File: config.mk
export PLATFORM = sky130hd
export DESIGN_NAME = nnt_ram
export DESIGN_NICKNAME = d
export VERILOG_FILES = /design/src/sv/assert_macros.svh /design/src/sv/nnt_pkg.sv /design/src/sv/nnt_ram.sv
export SDC_FILE = /design/constraint.sdc
export NUM_CORES = 1
export LEC_CHECK = 0
export CAP_MARGIN = 20
export CORE_MARGIN = 3
export CORE_UTILIZATION = 65
export CTS_BUF_LIST = sky130_fd_sc_hd__clkbuf_8
export DETAILED_ROUTE_END_ITERATION = 10
export DONT_BUFFER_PORTS = 1
export PLACE_DENSITY = 0.81
export SLEW_MARGIN = 5
export SYNTH_ARGS = -nofsm -noshare
export SYNTH_HDL_FRONTEND = slang
export SYNTH_SLANG_ARGS = --single-unit
File: constraint.sdc
create_clock -name i_clk -period 4.9 [get_ports i_clk]
set_input_delay 0.98 -clock i_clk [delete_from_list [all_inputs] [get_ports i_clk]]
set_output_delay 0.98 -clock i_clk [all_outputs]
set_load 0.02 [all_outputs]
File: src/sv/assert_macros.svh
// assertion macros shared by the tracker rtl
`ifndef ASSERT_MACROS_SVH
`define ASSERT_MACROS_SVH

// checked at every rising edge outside reset
`define ASSERT_CLK(label, prop, msg) \
    label: assert property (@(posedge i_clk) disable iff (!i_rst_n) prop) else $error(msg);

// checked at every rising edge, reset included
`define ASSERT_ALWAYS(label, prop, msg) \
    label: assert property (@(posedge i_clk) prop) else $error(msg);

`endif

File: src/sv/nnt_pkg.sv
// types, constants and codes of the nearest neighbour track matcher
package nnt_pkg;

    localparam int MAX_TRACKS_DEF = 32;
    localparam int COORD_W        = 14;
    localparam int ID_W           = 16;
    localparam int SQ_W           = 2 * COORD_W;
    localparam int DIST_W         = SQ_W + 1;

    localparam logic [COORD_W-1:0] MIN_Y_RST  = 14'd200;
    localparam logic [COORD_W-1:0] RADIUS_RST = 14'd400;

    localparam logic CFG_MIN_Y  = 1'b0;
    localparam logic CFG_RADIUS = 1'b1;

    localparam logic CMD_DETECT = 1'b0;
    localparam logic CMD_EOF    = 1'b1;

    typedef struct packed {
        logic               command;
        logic [COORD_W-1:0] center_x;
        logic [COORD_W-1:0] center_y;
    } t_in;

    typedef struct packed {
        logic [ID_W-1:0] track_id;
        logic            is_new;
        logic            table_full;
    } t_out;

    typedef struct packed {
        logic [COORD_W-1:0] x;
        logic [COORD_W-1:0] y;
        logic [ID_W-1:0]    id;
    } t_track;

    localparam int TRACK_W = $bits(t_track);

    typedef enum logic [2:0] {
        S_IDLE,
        S_SCAN,
        S_DRAIN,
        S_DECIDE,
        S_COPY
    } t_state;

endpackage

File: src/sv/nnt_ram.sv
// single port write, single port read memory with registered read data
module nnt_ram #(
    parameter int DEPTH = nnt_pkg::MAX_TRACKS_DEF,
    parameter int WIDTH = nnt_pkg::TRACK_W,
    parameter int AW    = $clog2(DEPTH)
) (
    input  logic             i_clk,
    input  logic             i_we,
    input  logic [AW-1:0]    i_waddr,
    input  logic [WIDTH-1:0] i_wdata,
    input  logic [AW-1:0]    i_raddr,
    output logic [WIDTH-1:0] o_rdata
);

    logic [WIDTH-1:0] r_mem [DEPTH];
    logic [WIDTH-1:0] r_rdata;

    always_ff @(posedge i_clk) begin
        if (i_we) begin
            r_mem[i_waddr] <= i_wdata;
        end
        r_rdata <= r_mem[i_raddr];
    end

    assign o_rdata = r_rdata;

endmodule

# ---- Word level (Yosys, flattened, before mapping)
# Memories as Yosys holds them, arrays and structs flattened. A register that Yosys moved wholly into a read port is not among the register bits.
# Cells that the tools add are included.
dict set report op_classes {
  muxes 2
}
# operator count
set op_table {}
lappend op_table {{$mux W1} 2}
dict set report word_totals {
  reg_bits 0
  ram_bits 1408
  in_bits 56
  out_inout_bits 44
  elab_cells 3
  n_memories 1
}
# memory words word_bits read_ports rd_ports_with_merged_regs wr line_no
set mem_list {}
lappend mem_list {r_mem 32 44 1 1 1 nnt_ram.sv:15} ;# logic [WIDTH-1:0] r_mem [DEPTH];

# ---- Longest topological paths before layout
dict set report depth {
  depth_word 2
  mapped_depth 8
  ltp_nobuf 5
}

# ---- Least setup slack after synthesis
# No wires, ideal clock.
dict set report synth_timing {
  path_kind {input-to-reg}
  from {input i_waddr[1]}
  to {memory r_mem[12][0] in the netlist's numbering, enable pin}
  setup_ns 0.446
  arrival_ns 3.489
  required_time_ns 4.454
  path_slack_ns 0.965
  stages 3
  n_path_buf 1
  cell_sequence {or3b_2 clkbuf_1 nor2_1}
}
# element line_no
set synth_lines {}
lappend synth_lines {{start: declaration} nnt_ram.sv:9} ;# input logic [AW-1:0] i_waddr,
lappend synth_lines {{end: declaration} nnt_ram.sv:15}
# Straight into the memory's write port.

==> run summary <==
Starting Density: 66.0%
Mapped Area: 55500 um2
Pins Over Slew Limit: 655
nets@finish: 3250
dominant synthesized flop cell: edfxtp_1
Critical Path Sink Type: flop
Tot GR Track Use: 28.2%
Worst EP required: 5570 ps
detail-routed via count per cell: 6.52
die width: 298 um
largest net degree at the start of global routing: 705
cts hold-fix bufs: 0
worst-path maximum fanout: 704
wire per inst: 27.9 um
register bit count reported by yosys: 1452
total power: 24.3 mW
initial antenna violation count: 1
worst skew pair latency: 880 ps
Cell Rows: 106
register area share after synthesis: 77.7%
Syn Nets: 3146
first-pass GRT wire length: 186000 um
Hold Path Class: in -> reg
synth top area cells: edfxtp_1 76%, mux2i_1 13%, a22oi_1 1.8%
die height: 298 um
Hold Path Origin: i_wdata[14]
Post-synth EDFFs: 1408
Hold Violations, Final: 0
highest clock rate: 167 MHz
GR Overflow Total: 0
RSZ-0062 raised after global routing: no
clock period minus worst slack: 6000 ps
hold slack final: 200 ps
YS warnings: 0
syn_area_per_cell: 18.0 um2
vias in the first global route: 29470
drt total wl: 126000 um
start point of the critical path: i_raddr[0]
CTS Buffer Depth: 3
critical path type: in -> reg
Root Driver: clkbuf_8
Reg clk slew, reported paths: 60 ps
Resize count post-CTS: 0
Slew headroom: -337%
outcome: complete, but fails checks
RR Startpoint: r_mem[3][28]
failing checks: max-slew violations, negative setup slack
Setup WS post-layout: -1100 ps
PwrDens: 398 nW/um2
area leader, netlist: edfxtp_1
antenna-violating nets left: 0
Vias: 29459
skew final: 50.5 ps
Num CTS Buffers: 213
post-synth cell types: 25
fin crit share: 122%
postcts setup bufs: 0
core box area: 84100 um2
fraction of registers with async set or reset after synthesis: 0%
I/O Buffers: 0
CTS tree: built
drt pass-1 iters: 5
post-synth top area share: 76.1%
area delta synth->final: 10.1%
layout cells sized above 1: 11.6%
TNS Setup: -25050 ps
htree depth: 4
Max Cap Viol: 0
worst path arrival time: 6670 ps
drt initial violations: 3789
post-DP HPWL: 66500 um
critical path launch point type: input pin
worst slew pin tran: 6550 ps
VDD IR-drop max: 0.274 mV
most frequent cells after synthesis: 1408 x edfxtp_1, 704 x mux2i_1, 134 x nand2_1, 134 x nand3_1
IO Count: 100
count leader, synth: edfxtp_1
clock sinks: 1452
DRC errors left: 0
# fillers: 4745
setup violators final: 38
Mapped Cells: 3090
gpl congestion: 0.824
Leak Pwr: 21.4 nW
Die ar.: 89000 um2
==> path summary, 6_finish.rpt <==
path | cells past startpoint | endpoint | slack (ps)
setup / recovery | 5 | o_rdata[18] | -1100
hold / removal | 0 | r_mem[19][14] | 200
setup reg to reg | 5 | o_rdata[28] | 3230
hold reg to reg | 4 | o_rdata[3] | 590
==> registers in the layout, indices dropped and copies added, names as in the netlist <==
register and flops:
o_rdata 44, r_mem 1408
==> logic make-up after synthesis <==
| family | after synthesis | share of synthesized area [%] |
|---|---|---|
| flip-flops | 1452 | 77.7 |
| buffers and inverters | 177 | 1.79 |
| AO/OA/AOI/OAI | 396 | 4.86 |
| AND/OR/NAND/NOR | 361 | 2.94 |
| multiplexers | 704 | 12.7 |
==> cell usage in the layout (no fill, tap or decap), drive strengths merged, types with 34 or more instances in the layout <==
| cell type | synthesis | routed |
|---|---|---|
| a22o | 88 | 88 |
| inv | 0 | 75 |
| nor3 | 44 | 44 |
| a31oi | 44 | 44 |
| clkbuf | 55 | 238 |
| mux2i | 704 | 704 |
| nand2 | 134 | 134 |
| clkinv | 0 | 79 |
| nand3 | 134 | 134 |
| buf | 122 | 66 |
| dfxtp | 44 | 44 |
| a21oi | 132 | 132 |
| nor2 | 34 | 34 |
| edfxtp | 1408 | 1408 |
| a22oi | 132 | 132 |
==> critical path: stages <==
cell     delay, ps
mux2i_1       1850
a22o_1         270
nor3_1          50
a31oi_1        280
nand3_1        200
==> final cells by class <==
class	instances	area [um2]	share of cell area, %
diodes	1	2.50	0.00409
clock buffers	238	3280	5.36
clock inverters	164	955	1.56
multi-input cells	1461	11600	19.0
flip-flops and latches	1452	43200	70.6
well taps	1134	1420	2.32
repair buffers	66	708	1.16
==> stage by stage <==
stage | cell area [um2] | worst slack (ps) | std cells | util (%)
4_1_cts | 61100 | 2390 | 4514 | 72.7
3_3_place_gp | 56900 | 1620 | 4112 | 67.7
2_1_floorplan | 55500 | 965 | 3090 | -
5_1_grt | 61200 | 2370 | 4516 | 72.7
6_report | 61200 | -1100 | 4516 | 72.7
3_5_place_dp | 56900 | 1570 | 4112 | 67.7
==> layer usage <==
layer / GRT usage, % / share of wire [%] / up-vias
met5: 0 / 0 / -
met4: 10.2 / 2.8 / 0
met3: 6.66 / 11 / 238
met2: 43.2 / 47 / 1837
met1: 40.5 / 39 / 14844
li1: - / - / 12540
==> power breakdown <==
group          total [mW]  leakage, nW  switching, mW  internal [mW]
registers            14.0         13.1          0.140           13.8
logic               0.997         5.98          0.476          0.521
clock network        9.38         2.41           4.52           4.86
total                24.3         21.4           5.14           19.2
Note: power is estimated with default switching activity, not from simulation.
