**src/sv/assert_macros.svh**
```systemverilog
// assertion macros shared by the tracker rtl
`ifndef ASSERT_MACROS_SVH
`define ASSERT_MACROS_SVH

// checked at every rising edge outside reset
`define ASSERT_CLK(label, prop, msg) \
    label: assert property (@(posedge i_clk) disable iff (!i_rst_n) prop) else $error(msg);

// checked at every rising edge, reset included
`define ASSERT_ALWAYS(label, prop, msg) \
    label: assert property (@(posedge i_clk) prop) else $error(msg);

`endif

```
**src/sv/nnt_pkg.sv**
```systemverilog
// types, constants and codes of the nearest neighbour track matcher
package nnt_pkg;

    localparam int MAX_TRACKS_DEF = 32;
    localparam int COORD_W        = 14;
    localparam int ID_W           = 16;
    localparam int SQ_W           = 2 * COORD_W;
    localparam int DIST_W         = SQ_W + 1;

    localparam logic [COORD_W-1:0] MIN_Y_RST  = 14'd200;
    localparam logic [COORD_W-1:0] RADIUS_RST = 14'd400;

    localparam logic CFG_MIN_Y  = 1'b0;
    localparam logic CFG_RADIUS = 1'b1;

    localparam logic CMD_DETECT = 1'b0;
    localparam logic CMD_EOF    = 1'b1;

    typedef struct packed {
        logic               command;
        logic [COORD_W-1:0] center_x;
        logic [COORD_W-1:0] center_y;
    } t_in;

    typedef struct packed {
        logic [ID_W-1:0] track_id;
        logic            is_new;
        logic            table_full;
    } t_out;

    typedef struct packed {
        logic [COORD_W-1:0] x;
        logic [COORD_W-1:0] y;
        logic [ID_W-1:0]    id;
    } t_track;

    localparam int TRACK_W = $bits(t_track);

    typedef enum logic [2:0] {
        S_IDLE,
        S_SCAN,
        S_DRAIN,
        S_DECIDE,
        S_COPY
    } t_state;

endpackage

```
**src/sv/nnt_dist.sv**
```systemverilog
// squared coordinate differences of one stored track, one registered stage
module nnt_dist #(
    parameter int AW = $clog2(nnt_pkg::MAX_TRACKS_DEF)
) (
    input  logic                           i_clk,
    input  logic                           i_rst_n,
    input  logic                           i_valid,
    input  logic [AW-1:0]                  i_idx,
    input  nnt_pkg::t_track                i_entry,
    input  logic [nnt_pkg::COORD_W-1:0]    i_cx,
    input  logic [nnt_pkg::COORD_W-1:0]    i_cy,
    output logic                           o_valid,
    output logic [AW-1:0]                  o_idx,
    output logic [nnt_pkg::ID_W-1:0]       o_id,
    output logic [nnt_pkg::SQ_W-1:0]       o_sqx,
    output logic [nnt_pkg::SQ_W-1:0]       o_sqy
);

    logic [nnt_pkg::COORD_W-1:0] dx;
    logic [nnt_pkg::COORD_W-1:0] dy;
    logic                        r_valid;
    logic [AW-1:0]               r_idx;
    logic [nnt_pkg::ID_W-1:0]    r_id;
    logic [nnt_pkg::SQ_W-1:0]    r_sqx;
    logic [nnt_pkg::SQ_W-1:0]    r_sqy;

    assign dx = (i_entry.x > i_cx) ? (i_entry.x - i_cx) : (i_cx - i_entry.x);
    assign dy = (i_entry.y > i_cy) ? (i_entry.y - i_cy) : (i_cy - i_entry.y);

    always_ff @(posedge i_clk) begin
        if (!i_rst_n) begin
            r_valid <= 1'b0;
        end else begin
            r_valid <= i_valid;
        end
        r_idx <= i_idx;
        r_id  <= i_entry.id;
        r_sqx <= nnt_pkg::SQ_W'(dx) * nnt_pkg::SQ_W'(dx);
        r_sqy <= nnt_pkg::SQ_W'(dy) * nnt_pkg::SQ_W'(dy);
    end

    assign o_valid = r_valid;
    assign o_idx   = r_idx;
    assign o_id    = r_id;
    assign o_sqx   = r_sqx;
    assign o_sqy   = r_sqy;

endmodule

```
**config.mk**
```make
export PLATFORM = sky130hd
export DESIGN_NAME = nnt_dist
export DESIGN_NICKNAME = d
export VERILOG_FILES = /design/src/sv/assert_macros.svh /design/src/sv/nnt_pkg.sv /design/src/sv/nnt_dist.sv
export SDC_FILE = /design/constraint.sdc
export NUM_CORES = 1
export LEC_CHECK = 0
export BUFFER_PORTS_ARGS = -buffer_cell sky130_fd_sc_hd__clkbuf_2
export CORE_UTILIZATION = 60
export CTS_BUF_LIST = sky130_fd_sc_hd__clkbuf_4 sky130_fd_sc_hd__clkbuf_8 sky130_fd_sc_hd__clkbuf_16
export CTS_CLUSTER_DIAMETER = 40
export DETAILED_ROUTE_END_ITERATION = 7
export PLACE_DENSITY = 0.81
export SLEW_MARGIN = 0
export SYNTH_ARGS = -nofsm -noshare
export SYNTH_HDL_FRONTEND = slang
export SYNTH_SLANG_ARGS = --single-unit
```
**constraint.sdc**
```tcl
create_clock -name i_clk -period 14 [get_ports i_clk]
set_input_delay 1.4 -clock i_clk [delete_from_list [all_inputs] [get_ports i_clk]]
set_output_delay 1.4 -clock i_clk [all_outputs]
set_load 0.01 [all_outputs]
```
# After elaboration in Yosys (flattened, before gate mapping)
# Index checks and enable logic that the tools add are counted.
classes:
  addsub: 4
  n_lt_le_gt_ge: 2
  multipliers: 2
  mux: 2
op_table:
  columns: ["op", "n"]
  rows:
  - ["$mul A14 B14 Y28", 2]
  - ["$sub A14 B14 Y14", 4]
  - ["$gt A14 B14 Y1", 2]
  - ["$mux W14", 2]
totals:
  wordCells: 15
  register_bits: 78

# Longest topological paths before layout
# Gate-level depths: netlist of run 1.
logic_depth:
  depth_word: 3
  ltp_mapped: 39
  mapped_depth_nobuf: 36

# Worst setup path after synthesis of run 1
# No wires, ideal clock.
synth_timing:
  kind: "input port to flip-flop"
  start: "input i_entry[16] (netlist bit)"
  end: "register r_sqy (netlist bit o_sqy[26])"
  path_slack_ns: 4.437
  n_path_buf: 2
  setup_ns: 0.072
  t_required_ns: 13.928
  cell_stages: 36
  t_arrival_ns: 9.491
  path_cell_list: "inv_1 -> ha_1 -> inv_1 -> fa_1 -> a21o_1 -> a221o_1 -> a2111oi_4 -> or2_1 -> buf_4 -> mux2_2 -> xnor2_1 -> clkinv_1 -> nand2_1 -> fa_1 -> fa_1 -> inv_1 -> fa_1 -> inv_1 -> fa_1 -> inv_1 -> fa_1 -> inv_1 -> fa_1 -> inv_1 -> ha_1 -> clkbuf_1 -> a21o_1 -> a21o_1 -> a21o_1 -> a221oi_1 -> o21ai_0 -> a41oi_1 -> a211o_1 -> o31ai_1 -> a21oi_1 -> xnor2_1"
synth_via:
  elab_chain_cells: 3
  elab_cells_between_ends: 5
  classes_between: "add/sub: 2; mul: 1; order compare: 1; mux: 1"
synth_rtl:
  columns: ["item", "line_no", "source"]
  rows:
  - ["start: declaration", "nnt_dist.sv:9", "input nnt_pkg::t_track i_entry,"]
  - ["$sub A14 B14 Y14 / $gt A14 B14 Y1 (equally long branches)", "nnt_dist.sv:28", "assign dy = (i_entry.y > i_cy) ? (i_entry.y - i_cy) : (i_cy - i_entry.y);"]
  - ["$mux W14 *", "nnt_dist.sv:28", null]
  - ["$mul A14 B14 Y28 *", "nnt_dist.sv:39", "r_sqy <= nnt_pkg::SQ_W'(dy) * nnt_pkg::SQ_W'(dy);"]
  - ["end signal: assignment", "nnt_dist.sv:39", null]
  - ["end: declaration", "nnt_dist.sv:25", "logic [nnt_pkg::SQ_W-1:0] r_sqy;"]
# Every way passes the cells marked *; elsewhere a longest branch is shown, timed or not.
# A chain may end at the register's enable or synchronous reset.

# Final worst setup path of run 1
layout_timing:
  start: "input i_entry[16] (netlist bit)"
  end: "register r_sqy (netlist bit o_sqy[24])"
# Same word-level chain as after synthesis.

==> impl_results.md, run 1 <==
* H-Tree Depth at 3
* Drt pass-1 iters at 5
* Initial antenna violation count at 0
* DR WL/cell at 15.9 microns
* Post-CTS setup buffers at 0
* Vias per cell at 5.57
* Final setup violation count at 0
* CP Class: input pin to register
* Critical Path AT at 10940 ps
* Share of layout cells above drive strength 1 at 10.9%
* Worst hold endpoint: o_id[13]
* Total core area at 0.0245 sq mm
* Max-slew violation count at 0
* Largest net degree at the start of global routing at 17
* Commonest cells after routing, fill and taps aside: inv_1 (385), fa_1 (234), ha_1 (229)
* Synth top area share at 30.9%
* GRT Total Usage at 28.8%
* Core Rows at 57
* FF+latch count, synth at 76
* Critical path capture point type: register
* Worst endpoint required time at 14290 ps
* Num CTS Buffers at 9
* Maxcap violations at 0
* Clock Pin Slew Worst Setup and Hold Paths at 70 ps
* Slew headroom at 32.5%
* DRC Markers at 0
* Crit path buffers/inverters at 9
* Sequential fraction of the synthesis area at 10.0%
* Predominant post-synthesis flop cell: dfxtp_1
* Dpl hpwl at 29100 microns
* # clock sinks at 76
* First-pass GRT wire length at 60000 microns
* CP top delay family: adder cells
* Worst-Margin Slew at 1010 ps
* Initial drt markers at 763
* Initial Utilization at 61.7%
* Antenna cells at 0
* Final period utilization at 76.1%
* Syn avg cell area at 8.79 sq um
* Fin Hold WS at 1140 ps
* Post-Synthesis Cell Area at 0.0151 sq mm
* # hold bufs at CTS at 0
* Largest area contributor in the synthesized netlist: fa_1
* Worst hold path depth at 1
* Post-synth cell types at 70
* Final Net Count at 2400
* Final Hold Viols at 0
* Placer Congestion at 0.947
* Clock Path Buffers at 2
* Worst hold path type: input pin to register
* Port Buffers at 155
* Final min period at 10660 ps
* Synth async-reset ratio at 0%
* Die height at 161 microns
* Die span in x at 161 microns
* Root Buffer: clkbuf_16
* RSZ-0062 raised after global routing: false
* DR vias at 12.2k
* Final setup TNS at 0 ps
* Vias in the first global route at 12.8k
* Final ANT Viol Nets at 0
* Total number of yosys warnings at 0
* Worst path max stage delay at 540 ps
* DRT Wirelength at 34800 microns
* Die area at 0.0259 sq mm
* Congestion Overflow GR at 0
* Syn Inst Count at 1724
* Worst Path Max Fanout at 14
* F_max at 93.8 MHz
* IO Pins at 158
* Commonest non-fill, non-tap cell in the layout: inv_1
* Slowest CP cell: or2_1
* CP Launch Type: input pin
* CTS tree: yes
* Synth-to-layout area growth at 9.07%
* Resized cells post-CTS at 0
* Synth top area cells: fa_1 (31%), ha_1 (19%), dfxtp_1 (10%)
* Hold path start: i_entry[13]
* EDFF count, synth at 0
* Outcome: finished, final reports clean
[layout make-up]
class / count / area [sq um]
Sequential cell: 76 / 1520
Clock buffer: 10 / 233
Fill cell: 1947 / 8010
Clock inverter: 6 / 88.8
Inverter: 391 / 1470
Tap cell: 324 / 405
Multi-Input combinational cell: 1213 / 11900
Timing Repair Buffer: 166 / 858
[Yosys cell counts (4+ instances only)]
cell type	number
o211ai_1	9
nor4_1	4
fa_1	234
nor2b_1	12
a41oi_1	4
ha_1	229
clkinv_1	4
o21a_1	4
and2_1	6
and3_1	4
a31o_2	4
dfxtp_1	76
a221oi_1	5
buf_4	4
nor2_1	129
nand4_1	13
nor3_1	12
a21o_1	43
a221o_1	4
nand2b_1	27
o21ai_1	4
xnor2_1	60
inv_1	385
buf_2	16
or3_1	4
nand2_1	129
or2_2	6
mux2i_1	8
o21bai_1	18
xor2_1	32
o31ai_1	5
a211oi_1	12
a21oi_1	85
nand3_1	24
clkbuf_1	22
o21ai_0	37
[per-stage QoR]
step / util (%) / cell area [sq um] / instances / setup slack [ps]
floorplan: - / 15200 / 1725 / 4440
global placement: 66.0 / 16200 / 2170 / 3230
detailed placement: 66.0 / 16200 / 2170 / 3070
CTS: 67.3 / 16500 / 2186 / 3420
global route: 67.3 / 16500 / 2186 / 2710
finish: 67.3 / 16500 / 2186 / 3340
[logic make-up after synthesis]
group / after synthesis / synth area share (%)
adder cells (fa/ha/maj): 463 / 49.8
buffers and inverters: 436 / 11.1
AND/OR/NAND/NOR: 386 / 11.6
AO/OA/AOI/OAI: 258 / 11.2
XOR/XNOR: 93 / 5.43
flip-flops: 76 / 10.0
multiplexers: 11 / 0.752
other: 1 / 0.0248
[worst max-delay path by stage]
stage / start / to / slack [ps] / cells after the start
after floorplan: i_entry[16] / o_sqy[26] / 4440 / 36
after global placement: i_entry[16] / o_sqy[24] / 3230 / 35
after detailed placement: i_entry[16] / o_sqy[24] / 3070 / 35
after CTS: i_entry[16] / o_sqy[24] / 3420 / 35
after global routing: i_entry[16] / o_sqy[24] / 2710 / 35
final: i_entry[16] / o_sqy[24] / 3340 / 35
[metal layers]
layer / track usage (%) / vias to the layer above / routed length, microns / share of wire [%]
li1: - / 5708 / - / -
met5: 0 / - / 0 / 0
met1: 37.4 / 5862 / 14400 / 41
met3: 4.11 / 98 / 2480 / 7.1
met4: 12.1 / 0 / 1290 / 3.7
met2: 48.3 / 517 / 16700 / 48
[registers in the layout, indices dropped and copies added (netlist names)]
register	cells
o_id	16
o_sqx	27
o_valid	1
o_sqy	27
o_idx	5
Power of run 1 is left out: the tool's default activity adds up to more than one toggle a clock period on the data nets, which glitch-free logic cannot reach.
==> inputs of run 2 (changes only) <==
==> constraint.sdc (replaced) <==
create_clock -name i_clk -period 10.93 [get_ports i_clk]
set_input_delay 1.093 -clock i_clk [delete_from_list [all_inputs] [get_ports i_clk]]
set_output_delay 1.093 -clock i_clk [all_outputs]
set_load 0.01 [all_outputs]
==> impl_results.md, run 2 (same netlist as run 1, synthesis figures left out) <==
* Outcome: finished, final reports clean
* Dpl hpwl at 29700 microns (+1.9%)
* Initial antenna violation count at 0 (unchanged)
* Final ANT Viol Nets at 0 (unchanged)
* Congestion Overflow GR at 0 (unchanged)
* Crit path buffers/inverters at 9 (unchanged)
* Cell area after layout at 0.0166 sq mm (+0.68%)
* Die area at 0.0259 sq mm (unchanged)
* Max-slew violation count at 0 (unchanged)
* Worst hold path type: input pin to register
* Maxcap violations at 0 (unchanged)
* # clock sinks at 76 (unchanged)
* Initial Utilization at 61.7% (unchanged)
* Synth-to-layout area growth at 9.81%
* CP top delay family: adder cells
* Worst-Margin Slew at 1010 ps (+4.15 ps)
* Worst endpoint required time at 11200 ps (-3090 ps)
* Final setup violation count at 0 (unchanged)
* Final core occ at 67.8% (+0.46 points)
* Port Buffers at 155 (unchanged)
* Clock Path Buffers at 2 (unchanged)
* Area post-placement at 0.0163 sq mm (+0.51%)
* Placer Congestion at 0.943 (-0.41%)
* Post-CTS setup buffers at 0 (unchanged)
* Commonest non-fill, non-tap cell in the layout: inv_1
* CP Launch Type: input pin
* Final min period at 10290 ps
* Path length in cells of the critical path at 35 (unchanged)
* Drt pass-1 iters at 6 (+1)
* Total core area at 0.0245 sq mm (unchanged)
* Vias in the first global route at 13.0k (+1.2%)
* Die span in x at 161 microns (unchanged)
* CP Class: input pin to register
* Vias per cell at 5.56 (-0.27%)
* Final Hold Viols at 0 (unchanged)
* DR vias at 12.2k (+0.23%)
* DRT Wirelength at 35500 microns (+2.0%)
* Critical path capture point type: register
* Met3 wire len at 2530 microns (+1.9%)
* Final Net Count at 2411 (+0.46%)
* DRC Markers at 0 (unchanged)
* Final period utilization at 94.2%
* Highest routed layer: met4
* Worst hold path depth at 1 (unchanged)
* GRT Total Usage at 29.1% (+0.30 points)
* Die height at 161 microns (unchanged)
* Root Buffer: clkbuf_16
* Met2 wire len at 17000 microns (+1.7%)
* RSZ-0062 raised after global routing: false
* Slew headroom at 32.4% (-0.043 points)
* Core Rows at 57 (unchanged)
* F_max at 97.2 MHz
* Fin Hold WS at 842 ps (-299 ps)
* H-Tree Depth at 3 (unchanged)
* DR WL/cell at 16.2 microns (+1.5%)
* Commonest cells after routing, fill and taps aside: inv_1 (385), fa_1 (234), ha_1 (229)
* Slowest CP cell: or2_1
* Largest net degree at the start of global routing at 16 (-1)
* Final setup TNS at 0 ps (unchanged)
* Initial drt markers at 774 (+1.4%)
* CTS tree: yes
* First-pass GRT wire length at 60900 microns (+1.5%)
* Num CTS Buffers at 9 (unchanged)
* Hold path start: i_entry[0]
* Share of layout cells above drive strength 1 at 11.5% (+0.58 points)
* Critical Path AT at 10560 ps (-380 ps)
* Worst Path Max Fanout at 14 (unchanged)
* Worst hold endpoint: o_id[0]
* Metal1 wirelength at 14800 microns (+3.0%)
* Clock Pin Slew Worst Setup and Hold Paths at 70 ps (about the same)
* IO Pins at 158 (unchanged)
* Worst path max stage delay at 580 ps (+40 ps)
* Antenna cells at 0 (unchanged)
run 2: cell count changes in the layout (fill, tap and decap cells not counted), sizes merged:
cell / previous run / this run
clkinvlp: 2 / 1
clkinv: 6 / 5
inv: 387 / 388
buf: 11 / 22
bufinv: 2 / 3
run 2: per-stage QoR:
stage          setup WS (ps)  instances
6_report                 639       2197
5_1_grt                  162       2197
4_1_cts                  657       2197
3_5_place_dp             335       2181
3_3_place_gp             604       2181
2_1_floorplan           1670       1725
run 2: worst max-delay path by stage:
stage / startpoint / endpoint / slack (ps)
2_1_floorplan: i_entry[16] / o_sqy[26] / 1670
3_3_place_gp: i_entry[16] / o_sqy[25] / 600
3_5_place_dp: i_entry[16] / o_sqy[25] / 340
4_1_cts: i_entry[16] / o_sqy[25] / 660
5_1_grt: i_entry[16] / o_sqy[24] / 160
6_report: i_entry[16] / o_sqy[26] / 640
run 2: area by class of cell:
class | instances | area, sq um
inverters | 391 | 1470
clock buffers | 10 | 233
clock inverters | 6 | 111
flip-flops and latches | 76 | 1520
repair buffers | 177 | 941
multi-input cells | 1213 | 12000
fillers | 1937 | 7900
well taps | 324 | 405
run 2: per-layer routing:
layer / vias to the layer above / global-route usage [%]
li1: 5733 / -
met1: 5859 / 37.6
met2: 528 / 49.9
met3: 93 / 3.74
met4: 0 / 11.0
met5: - / 0
run 2: repair_timing:
item,in CTS,in global routing
setup endpoints to repair,0,2
hold buffers,0,0
resized for setup,0,1
Power of run 2 is left out for the same reason.
